--- config.mk ---
export PLATFORM = sky130hd
export DESIGN_NAME = deque_bag_store
export DESIGN_NICKNAME = d
export VERILOG_FILES = /design/src/design/dbs_pkg.sv /design/src/design/dbs_ram.sv /design/src/design/dbs_ctrl.sv /design/src/design/deque_bag_store.sv
export SDC_FILE = /design/constraint.sdc
export NUM_CORES = 1
export LEC_CHECK = 0
export ABC_AREA = 0
export BUFFER_PORTS_ARGS = -buffer_cell sky130_fd_sc_hd__buf_2
export CAP_MARGIN = 10
export CORE_ASPECT_RATIO = 1.5
export CORE_UTILIZATION = 35
export DETAILED_ROUTE_END_ITERATION = 10
export HOLD_SLACK_MARGIN = 0.03
export PLACE_DENSITY = 0.56
export SLEW_MARGIN = 30
export SYNTH_ARGS = -nofsm -noshare
export SYNTH_HDL_FRONTEND = slang
export SYNTH_SLANG_ARGS = --single-unit
--- constraint.sdc ---
create_clock -name clock -period 6.7 [get_ports clock]
set_clock_uncertainty 0.1 [all_clocks]
set_input_delay 1.34 -clock clock [delete_from_list [all_inputs] [get_ports clock]]
set_output_delay 1.34 -clock clock [all_outputs]
set_load 0.01 [all_outputs]
--- src/design/dbs_pkg.sv ---
// ----------------------------------------------------------------------------
// dbs_pkg: shared constants, types and helpers of the deque/bag store
// Sizing of the entry RAM, operation codes, result record, slot arithmetic.
// ----------------------------------------------------------------------------
package dbs_pkg;

   localparam int CAPACITY   = 16;
   localparam int VALUE_BITS = 32;

   localparam int ADDR_BITS  = $clog2(CAPACITY);
   localparam int COUNT_BITS = $clog2(CAPACITY + 1);

   // Port field widths
   localparam int OP_BITS    = 3;
   localparam int ITEM_BITS  = 32;
   localparam int OUT_BITS   = 32;
   localparam int CNT_BITS   = 5;
   localparam int REQ_DATA_BITS = 32;
   localparam int RSP_DATA_BITS = 72;

   typedef enum logic [OP_BITS-1:0] {
      OP_PUSH_FRONT = 3'd0,
      OP_PUSH_BACK  = 3'd1,
      OP_POP_FRONT  = 3'd2,
      OP_POP_BACK   = 3'd3,
      OP_CONTAINS   = 3'd4,
      OP_REMOVE     = 3'd5
   } op_type;

   typedef struct packed {
      logic                error_flag;
      logic [CNT_BITS-1:0] entry_count;
      logic [OUT_BITS-1:0] back_value;
      logic [OUT_BITS-1:0] front_value;
      logic                found;
   } rslt_type;

   // Physical slot of a logical position; pos stays below twice the capacity
   function automatic logic [ADDR_BITS-1:0] slot_of(input logic [ADDR_BITS-1:0] head,
                                                    input logic [COUNT_BITS-1:0] pos);
      logic [COUNT_BITS:0] sum;
      sum = (COUNT_BITS + 1)'(head) + (COUNT_BITS + 1)'(pos);
      if (sum >= (COUNT_BITS + 1)'(CAPACITY)) begin
         sum = sum - (COUNT_BITS + 1)'(CAPACITY);
      end
      return ADDR_BITS'(sum);
   endfunction

   // Sign-extend (or truncate) a stored value to the result field width
   function automatic logic [OUT_BITS-1:0] sext_out(input logic [VALUE_BITS-1:0] v);
      return OUT_BITS'($signed(v));
   endfunction

endpackage

--- src/design/dbs_ram.sv ---
// ----------------------------------------------------------------------------
// dbs_ram: simple dual-port RAM
// One write port, one read port, read data registered (valid in the cycle after the address).
// ----------------------------------------------------------------------------
module dbs_ram #(
   parameter int DEPTH = 16,
   parameter int WIDTH = 32
) (
   input  logic                     clock,
   input  logic                     wr_en,
   input  logic [$clog2(DEPTH)-1:0] wr_addr,
   input  logic [WIDTH-1:0]         wr_data,
   input  logic [$clog2(DEPTH)-1:0] rd_addr,
   output logic [WIDTH-1:0]         rd_data
);

   logic [WIDTH-1:0] mem [DEPTH];
   logic [WIDTH-1:0] rd_data_ff;

   always_ff @(posedge clock) begin
      if (wr_en) begin
         mem[wr_addr] <= wr_data;
      end
   end

   always_ff @(posedge clock) begin
      rd_data_ff <= mem[rd_addr];
   end

   assign rd_data = rd_data_ff;

endmodule

--- src/design/dbs_ctrl.sv ---
// ----------------------------------------------------------------------------
// dbs_ctrl: operation sequencer of the deque/bag store
// Updates pointers, scans and compacts the entry RAM, then reads the front
// and back entries and hands one result record to the output stage.
// ----------------------------------------------------------------------------
module dbs_ctrl
   import dbs_pkg::*;
(
   input  logic                  clock,
   input  logic                  reset,
   // request side
   input  logic                  in_valid,
   output logic                  in_ready,
   input  logic [OP_BITS-1:0]    in_op,
   input  logic [ITEM_BITS-1:0]  in_value,
   // entry RAM
   output logic                  wr_en,
   output logic [ADDR_BITS-1:0]  wr_addr,
   output logic [VALUE_BITS-1:0] wr_data,
   output logic [ADDR_BITS-1:0]  rd_addr,
   input  logic [VALUE_BITS-1:0] rd_data,
   // result side
   output logic                  res_valid,
   input  logic                  res_ready,
   output rslt_type              res
);

   typedef enum logic [5:0] {
      ST_IDLE  = 6'b000001,
      ST_SCAN  = 6'b000010,
      ST_SHIFT = 6'b000100,
      ST_FRONT = 6'b001000,
      ST_BACK  = 6'b010000,
      ST_EMIT  = 6'b100000
   } st_type;

   st_type                state_ff, state_in;
   logic [ADDR_BITS-1:0]  head_ff, head_in;
   logic [COUNT_BITS-1:0] cnt_ff, cnt_in;
   op_type                op_ff, op_in;
   logic [VALUE_BITS-1:0] val_ff, val_in;
   logic                  found_ff, found_in;
   logic                  err_ff, err_in;
   logic [COUNT_BITS-1:0] iss_ff, iss_in;
   logic                  pend_ff, pend_in;
   logic [COUNT_BITS-1:0] pidx_ff, pidx_in;
   logic [COUNT_BITS-1:0] sh_ff, sh_in;
   logic                  wpend_ff, wpend_in;
   logic [ADDR_BITS-1:0]  widx_ff, widx_in;
   logic [VALUE_BITS-1:0] front_ff, front_in;

   logic                  full;
   logic                  empty;
   logic [ADDR_BITS-1:0]  head_dec;
   logic [ADDR_BITS-1:0]  head_inc;
   logic [COUNT_BITS-1:0] back_pos;
   logic [ADDR_BITS-1:0]  back_slot;
   logic [VALUE_BITS-1:0] req_val;
   logic                  issue;
   logic                  hit;
   logic [COUNT_BITS-1:0] sh_next;
   logic                  more;

   assign full      = (cnt_ff == COUNT_BITS'(CAPACITY));
   assign empty     = (cnt_ff == '0);
   assign head_dec  = (head_ff == '0) ? ADDR_BITS'(CAPACITY - 1) : head_ff - 1'b1;
   assign head_inc  = (head_ff == ADDR_BITS'(CAPACITY - 1)) ? '0 : head_ff + 1'b1;
   assign back_pos  = empty ? '0 : cnt_ff - 1'b1;
   assign back_slot = slot_of(head_ff, back_pos);
   assign req_val   = VALUE_BITS'(in_value);
   assign issue     = (iss_ff < cnt_ff);
   assign hit       = pend_ff && (rd_data == val_ff);
   assign sh_next   = sh_ff + 1'b1;
   assign more      = (sh_next < cnt_ff);

   assign in_ready  = (state_ff == ST_IDLE);

   always_comb begin
      state_in  = state_ff;
      head_in   = head_ff;
      cnt_in    = cnt_ff;
      op_in     = op_ff;
      val_in    = val_ff;
      found_in  = found_ff;
      err_in    = err_ff;
      iss_in    = iss_ff;
      pend_in   = pend_ff;
      pidx_in   = pidx_ff;
      sh_in     = sh_ff;
      wpend_in  = wpend_ff;
      widx_in   = widx_ff;
      front_in  = front_ff;
      wr_en     = 1'b0;
      wr_addr   = widx_ff;
      wr_data   = rd_data;
      rd_addr   = back_slot;
      res_valid = 1'b0;

      case (state_ff)
         ST_IDLE: begin
            if (in_valid) begin
               op_in    = op_type'(in_op);
               val_in   = req_val;
               found_in = 1'b0;
               err_in   = 1'b0;
               iss_in   = '0;
               pend_in  = 1'b0;
               state_in = ST_FRONT;
               case (op_type'(in_op))
                  OP_PUSH_FRONT: begin
                     if (full) begin
                        err_in = 1'b1;
                     end else begin
                        head_in = head_dec;
                        cnt_in  = cnt_ff + 1'b1;
                        wr_en   = 1'b1;
                        wr_addr = head_dec;
                        wr_data = req_val;
                     end
                  end
                  OP_PUSH_BACK: begin
                     if (full) begin
                        err_in = 1'b1;
                     end else begin
                        cnt_in  = cnt_ff + 1'b1;
                        wr_en   = 1'b1;
                        wr_addr = slot_of(head_ff, cnt_ff);
                        wr_data = req_val;
                     end
                  end
                  OP_POP_FRONT: begin
                     if (empty) begin
                        err_in = 1'b1;
                     end else begin
                        head_in = head_inc;
                        cnt_in  = cnt_ff - 1'b1;
                     end
                  end
                  OP_POP_BACK: begin
                     if (empty) begin
                        err_in = 1'b1;
                     end else begin
                        cnt_in = cnt_ff - 1'b1;
                     end
                  end
                  OP_CONTAINS, OP_REMOVE: begin
                     state_in = ST_SCAN;
                  end
                  default: begin
                  end
               endcase
            end
         end

         // Stream reads from the front; compare each word in the cycle after its read
         ST_SCAN: begin
            rd_addr = slot_of(head_ff, iss_ff);
            if (hit) begin
               found_in = 1'b1;
               pend_in  = 1'b0;
               if (op_ff == OP_REMOVE) begin
                  sh_in    = pidx_ff;
                  wpend_in = 1'b0;
                  state_in = ST_SHIFT;
               end else begin
                  state_in = ST_FRONT;
               end
            end else if (!issue) begin
               pend_in  = 1'b0;
               state_in = ST_FRONT;
            end else begin
               iss_in  = iss_ff + 1'b1;
               pend_in = 1'b1;
               pidx_in = iss_ff;
            end
         end

         // Close the gap: read position j+1, write it to position j next cycle
         ST_SHIFT: begin
            wr_en = wpend_ff;
            if (more) begin
               rd_addr  = slot_of(head_ff, sh_next);
               widx_in  = slot_of(head_ff, sh_ff);
               wpend_in = 1'b1;
               sh_in    = sh_next;
            end else begin
               wpend_in = 1'b0;
               cnt_in   = cnt_ff - 1'b1;
               state_in = ST_FRONT;
            end
         end

         ST_FRONT: begin
            rd_addr  = head_ff;
            state_in = ST_BACK;
         end

         ST_BACK: begin
            front_in = rd_data;
            state_in = ST_EMIT;
         end

         // Back entry read stays on the RAM output while the result waits
         ST_EMIT: begin
            res_valid = 1'b1;
            if (res_ready) begin
               state_in = ST_IDLE;
            end
         end

         default: begin
            state_in = ST_IDLE;
         end
      endcase
   end

   always_comb begin
      res.found       = found_ff;
      res.error_flag  = err_ff;
      res.entry_count = CNT_BITS'(cnt_ff);
      res.front_value = empty ? '0 : sext_out(front_ff);
      res.back_value  = empty ? '0 : sext_out(rd_data);
   end

   always_ff @(posedge clock) begin
      if (reset) begin
         state_ff <= ST_IDLE;
         head_ff  <= '0;
         cnt_ff   <= '0;
         pend_ff  <= 1'b0;
         wpend_ff <= 1'b0;
      end else begin
         state_ff <= state_in;
         head_ff  <= head_in;
         cnt_ff   <= cnt_in;
         pend_ff  <= pend_in;
         wpend_ff <= wpend_in;
      end
   end

   always_ff @(posedge clock) begin
      op_ff    <= op_in;
      val_ff   <= val_in;
      found_ff <= found_in;
      err_ff   <= err_in;
      iss_ff   <= iss_in;
      pidx_ff  <= pidx_in;
      sh_ff    <= sh_in;
      widx_ff  <= widx_in;
      front_ff <= front_in;
   end

endmodule

--- src/design/deque_bag_store.sv ---
// ----------------------------------------------------------------------------
// deque_bag_store: bounded double-ended queue with membership search
// Push/pop at either end, contains test and remove-first-match with gap
// closing; every request transaction yields one response transaction.
// ----------------------------------------------------------------------------
//
//   channel | ports      | transaction carries
//   --------+------------+---------------------------------------------------
//   request | req_t*     | operation (tuser), item_value (tdata)
//   result  | rsp_t*     | found, front/back value, entry count, error flag
//
// Sequence: push, pop and unused codes step through accept, front read,
// back read and emit before the next acceptance. Contains adds a scan
// from the front that ends at the first match or past the last entry.
// Remove adds the same scan, then a shift step for each entry behind the
// match and a finishing step, in series on the single RAM read port.
// Reset clears head pointer, count and sequencer; RAM contents are not
// cleared. A stalled result holds in the output register; the sequencer
// accepts the next transaction meanwhile and waits in emit only if the
// register is still full.
//
module deque_bag_store
   import dbs_pkg::*;
(
   input  logic                     clock,
   input  logic                     reset,
   // request
   input  logic                     req_tvalid,
   output logic                     req_tready,
   input  logic [REQ_DATA_BITS-1:0] req_tdata,  // [31:0] item_value
   input  logic [OP_BITS-1:0]       req_tuser,  // [2:0] operation
   // result
   output logic                     rsp_tvalid,
   input  logic                     rsp_tready,
   output logic [RSP_DATA_BITS-1:0] rsp_tdata   // [0] found, [32:1] front_value,
                                                // [64:33] back_value,
                                                // [69:65] entry_count,
                                                // [70] error_flag, [71] zero
);

   logic                  wr_en;
   logic [ADDR_BITS-1:0]  wr_addr;
   logic [VALUE_BITS-1:0] wr_data;
   logic [ADDR_BITS-1:0]  rd_addr;
   logic [VALUE_BITS-1:0] rd_data;

   logic                  res_valid;
   logic                  res_ready;
   rslt_type              res;

   logic                  out_vld_ff, out_vld_in;
   rslt_type              out_ff, out_in;

   // Entry storage: circular buffer indexed by the sequencer
   dbs_ram #(
      .DEPTH (CAPACITY),
      .WIDTH (VALUE_BITS)
   ) u_ram (
      .clock   (clock),
      .wr_en   (wr_en),
      .wr_addr (wr_addr),
      .wr_data (wr_data),
      .rd_addr (rd_addr),
      .rd_data (rd_data)
   );

   // Operation sequencer: pointer updates, scan, compaction, end reads
   dbs_ctrl u_ctrl (
      .clock     (clock),
      .reset     (reset),
      .in_valid  (req_tvalid),
      .in_ready  (req_tready),
      .in_op     (req_tuser),
      .in_value  (req_tdata[ITEM_BITS-1:0]),
      .wr_en     (wr_en),
      .wr_addr   (wr_addr),
      .wr_data   (wr_data),
      .rd_addr   (rd_addr),
      .rd_data   (rd_data),
      .res_valid (res_valid),
      .res_ready (res_ready),
      .res       (res)
   );

   // Output register: load when empty or being drained this cycle
   assign res_ready = !out_vld_ff || rsp_tready;

   always_comb begin
      out_vld_in = out_vld_ff;
      out_in     = out_ff;
      if (res_valid && res_ready) begin
         out_vld_in = 1'b1;
         out_in     = res;
      end else if (rsp_tready) begin
         out_vld_in = 1'b0;
      end
   end

   always_ff @(posedge clock) begin
      if (reset) begin
         out_vld_ff <= 1'b0;
      end else begin
         out_vld_ff <= out_vld_in;
      end
   end

   always_ff @(posedge clock) begin
      out_ff <= out_in;
   end

   // Pack the result record, lowest field first, padded to whole bytes
   assign rsp_tvalid = out_vld_ff;
   assign rsp_tdata  = RSP_DATA_BITS'(out_ff);

endmodule

==> results.md <==
| Metric | Value | Unit |
| --- | --- | --- |
| Most numerous cell in the Yosys netlist | sky130_fd_sc_hd__edfxtp_1 | - |
| Final net count | 2174 | - |
| IO Count | 113 | - |
| Final global-route overflow total | 0 | - |
| Post-route clock period utilization | 66.9 | % |
| Routed WL | 68900 | um |
| Global-route wire length before repair | 104000 | um |
| Detailed-route via count | 16855 | - |
| Top cell type by total area after synthesis | sky130_fd_sc_hd__edfxtp_1 | - |
| Iteration-0 DRC count of the detailed router | 1304 | - |
| Largest net degree at the start of global routing | 177 | - |
| Run status | finished, final reports clean | - |
| Finished Cell Area | 0.0332 | mm^2 |
| Slew Limit Headroom | 38.8 | % |
| Layer carrying the most global-route usage | met2 | - |
| CTS Root Buffer Type | sky130_fd_sc_hd__clkbuf_16 | - |
| Via density per instance | 5.28 | - |
| Maximum buffer depth of the clock tree | 3 | - |
| Top area cells in the synthesized netlist | sky130_fd_sc_hd__edfxtp_1 70%, sky130_fd_sc_hd__nand2_1 5.4%, sky130_fd_sc_hd__dfxtp_1 3.5%, sky130_fd_sc_hd__a21oi_1 2.5%, sky130_fd_sc_hd__a32o_1 2.2% | - |
| Count of antenna-violating nets left after detailed routing | 0 | - |
| Main synth FF type | sky130_fd_sc_hd__edfxtp_1 | - |
| Number of antenna violations at the first check in global routing | 1 | - |
| Post-Synth Simple-Gate Area | 9.13 | % |
| GR met3 Demand/Resource | 2.08 | % |
| Growth of design area from synthesis to finish | 15.0 | % |
| Global-route total usage across every layer | 16.2 | % |
| TritonCTS Buffers | 61 | - |
| Parity-gate share of the synthesized area counting xor and xnor cells | 1.90 | % |
| Met2 Resource Use GR | 27.2 | % |
| Count of hold buffers inserted by post-cts repair | 0 | - |
| Crit start category | flip-flop | - |
| Fmax | 223 | MHz |
| Count of unresolved DRC violations after routing | 0 | - |
| FF+latch count, synth | 721 | - |
| Clock tree from TritonCTS | done | - |
| Met1 track demand over resource in global routing | 21.7 | % |
| Sink count of the clock tree | 721 | - |
| Adder-Cell Fraction of Synth Area | 1.69 | % |
| Gpl congestion | 0.872 | - |
| Commonest cells post-synth | 671 x sky130_fd_sc_hd__edfxtp_1, 418 x sky130_fd_sc_hd__nand2_1, 143 x sky130_fd_sc_hd__a21oi_1 | - |
| Required time at the worst-slack endpoint | 7.10 | ns |
| X dimension of the die | 237 | um |
| DR WL/cell | 21.6 | um |
| Synthesized-area fraction occupied by ao, oa, aoi and oai cells | 9.97 | % |
| Post-Place Cells | 3076 | - |
| Final setup violation count | 0 | - |
| Number of input and output port buffers inserted | 111 | - |
| Drt pass-1 iters | 7 | - |
| Power density of the placed cells | 375 | mW/mm^2 |
| DPL Wire Length | 45000 | um |
| Max VDD drop | 0.250 | mV |
| Layout cells sized above 1 | 15.2 | % |
| Data arrival time at the worst-slack endpoint | 4.88 | ns |
| Core region area | 0.0815 | mm^2 |
| Overall power consumption | 12.5 | mW |
| Hold Crit Class | reg2reg | - |
| Cell Rows | 128 | - |
| Effective utilization at floorplan | 35.4 | % |
| EDFF count, synth | 671 | - |
| Diode insertion count for antenna repair | 0 | - |
| Finished Layout Cells | 3191 | - |
| Async set or reset register ratio after synthesis | 0 | % |
| Count of warnings emitted by yosys | 0 | - |
| Clock transition at the registers of the reported paths | 0.07 | ns |
| Number of H-tree levels | 2 | - |
| Syn Nets | 2077 | - |
| Largest fanout of any net on the critical path | 176 | - |
| Worst Setup End Kind | flip-flop | - |
| Combinational family with the most area after synthesis | compound AO/OA/AOI/OAI gates | - |
| Worst-margin pin slew | 0.916 | ns |
| Reported max-cap violation count | 0 | - |
| Number of global-route vias before repair | 16487 | - |
| Source-to-sink clock delay at the later pin of the worst-skew pair | 0.64 | ns |
| Post-synthesis cell count | 2002 | - |
| Full die area | 0.0837 | mm^2 |
| Multiplexer fraction of the synthesized cell area | 1.63 | % |
| Hold violation count in the final report | 0 | - |
| Seq/Total Area, Yosys | 73.2 | % |
| Setup repair after global routing missed its margin | no | - |
| Area share of the largest cell type after synthesis | 69.8 | % |
| Count of filler cells inserted in the layout | 7317 | - |
| Placed Area | 0.0312 | mm^2 |
| Library cells used by synthesis | 68 | - |
| Average cell area after synthesis | 14.4 | um^2 |
| Setup CP Type | reg2reg | - |
| LEAKAGE | 11.0 | nW |
| Die outline height | 354 | um |
| # Post-CTS Setup Buffers | 0 | - |
| Summed negative setup slack over all endpoints | 0 | ns |
| Cts repair resizes | 0 | - |
| Max Slew Vio Count | 0 | - |
| Post-synthesis instance area | 0.0289 | mm^2 |
| Post-route minimum period | 4.48 | ns |
report_power, final:
part / internal (mW) / switching, mW / leakage, nW
combinational: 0.944 / 2.03 / 3.47
clock: 2.00 / 1.61 / 0.987
sequential: 5.61 / 0.269 / 6.51
total: 8.55 / 3.91 / 11.0
state kept, by name, summed over array words and instances, names as in the netlist:
signal,count
u_ctrl.front_ff,32
rsp_tdata,71
u_ctrl.op_ff,3
u_ctrl.iss_ff,5
u_ctrl.pidx_ff,5
u_ctrl.head_ff,4
u_ctrl.wpend_ff,1
u_ctrl.widx_ff,4
u_ctrl.sh_ff,5
u_ram.rd_data,32
u_ctrl.val_ff,32
u_ctrl.err_ff,1
u_ctrl.pend_ff,1
u_ctrl.cnt_ff,5
rsp_tvalid,1
u_ram.mem,512
u_ctrl.state_ff,6
u_ctrl.found_ff,1
worst max-delay path: stages, from the launching register on:
cell                       delay [ns]
sky130_fd_sc_hd__dfxtp_1         0.42
sky130_fd_sc_hd__inv_1           0.21
sky130_fd_sc_hd__ha_1            0.23
sky130_fd_sc_hd__nor4b_2         0.26
sky130_fd_sc_hd__buf_4           0.56
sky130_fd_sc_hd__nor2_1          0.15
sky130_fd_sc_hd__fa_1            0.45
sky130_fd_sc_hd__and2_1          0.18
sky130_fd_sc_hd__a211oi_4        0.34
sky130_fd_sc_hd__buf_12          0.57
sky130_fd_sc_hd__a32oi_1         0.26
sky130_fd_sc_hd__a22oi_1         0.28
sky130_fd_sc_hd__o221ai_1        0.14
metrics by stage:
| stage | hold WS [ns] | utilization, % | setup slack [ns] |
|---|---|---|---|
| final | 0.342 | 40.7 | 2.22 |
| after global routing | 0.361 | 40.7 | 1.87 |
| after CTS | 0.350 | 40.7 | 2.26 |
| after detailed placement | 0.334 | 38.2 | 2.28 |
| after global placement | 0.307 | 37.4 | 2.06 |
| after floorplan | 0.300 | - | 1.47 |
layout make-up:
type	count	area [um^2]	area share [%]
clock inverter	33	352	1.06
multi-input combinational	1135	7200	21.7
inverter	27	106	0.320
tap	1040	1300	3.92
timing repair buffer	153	1420	4.28
sequential	721	21200	63.7
clock buffer	82	1680	5.05
path summary, 6_finish.rpt:
path | end | slack, ns | cells past startpoint | start
hold / removal | rsp_tdata[0] | 0.34 | 0 | u_ctrl.found_ff
setup reg to reg | u_ram.rd_data[12] | 2.22 | 12 | u_ctrl.cnt_ff[1]
setup / recovery | u_ram.rd_data[12] | 2.22 | 12 | u_ctrl.cnt_ff[1]
hold reg to reg | rsp_tdata[0] | 0.34 | 0 | u_ctrl.found_ff
cell families (layout without fill, tap and decap cells):
family / Yosys count / after routing
adder cells (fa/ha/maj): 36 / 36
flip-flops: 721 / 721
other: 1 / 1
AND/OR/NAND/NOR: 602 / 602
multiplexers: 41 / 41
AO/OA/AOI/OAI: 394 / 394
buffers and inverters: 146 / 295
XOR/XNOR: 61 / 61
per-layer routing:
metal | part of all wire [%] | wire length, um | vias up
li1 | - | - | 7725
met1 | 43 | 30000 | 8522
met2 | 49 | 33500 | 515
met3 | 5.1 | 3530 | 93
met4 | 2.7 | 1860 | 0
met5 | 0 | 0 | -
cells in the final DEF (no fill, tap or decap), types with 8 or more instances in the layout:
master	Yosys	routed
sky130_fd_sc_hd__xor2_1	24	24
sky130_fd_sc_hd__buf_4	14	13
sky130_fd_sc_hd__o21ai_0	15	15
sky130_fd_sc_hd__nor2b_1	67	66
sky130_fd_sc_hd__a21oi_1	143	143
sky130_fd_sc_hd__nand3_1	17	17
sky130_fd_sc_hd__clkbuf_16	0	62
sky130_fd_sc_hd__clkbuf_1	47	15
sky130_fd_sc_hd__buf_16	0	25
sky130_fd_sc_hd__nor2_4	0	18
sky130_fd_sc_hd__nand2_1	418	417
sky130_fd_sc_hd__buf_2	51	111
sky130_fd_sc_hd__a21oi_2	8	8
sky130_fd_sc_hd__a22oi_1	33	33
sky130_fd_sc_hd__a21o_1	8	8
sky130_fd_sc_hd__edfxtp_1	671	671
sky130_fd_sc_hd__o221ai_1	31	31
sky130_fd_sc_hd__inv_1	26	25
sky130_fd_sc_hd__nor2_1	48	31
sky130_fd_sc_hd__clkinv_2	0	14
sky130_fd_sc_hd__ha_1	31	31
sky130_fd_sc_hd__dfxtp_1	50	50
sky130_fd_sc_hd__xnor2_1	36	36
sky130_fd_sc_hd__a32o_1	63	63
sky130_fd_sc_hd__mux2_2	34	34
sky130_fd_sc_hd__a32oi_1	65	65
Power figures use the tool's default switching activity.
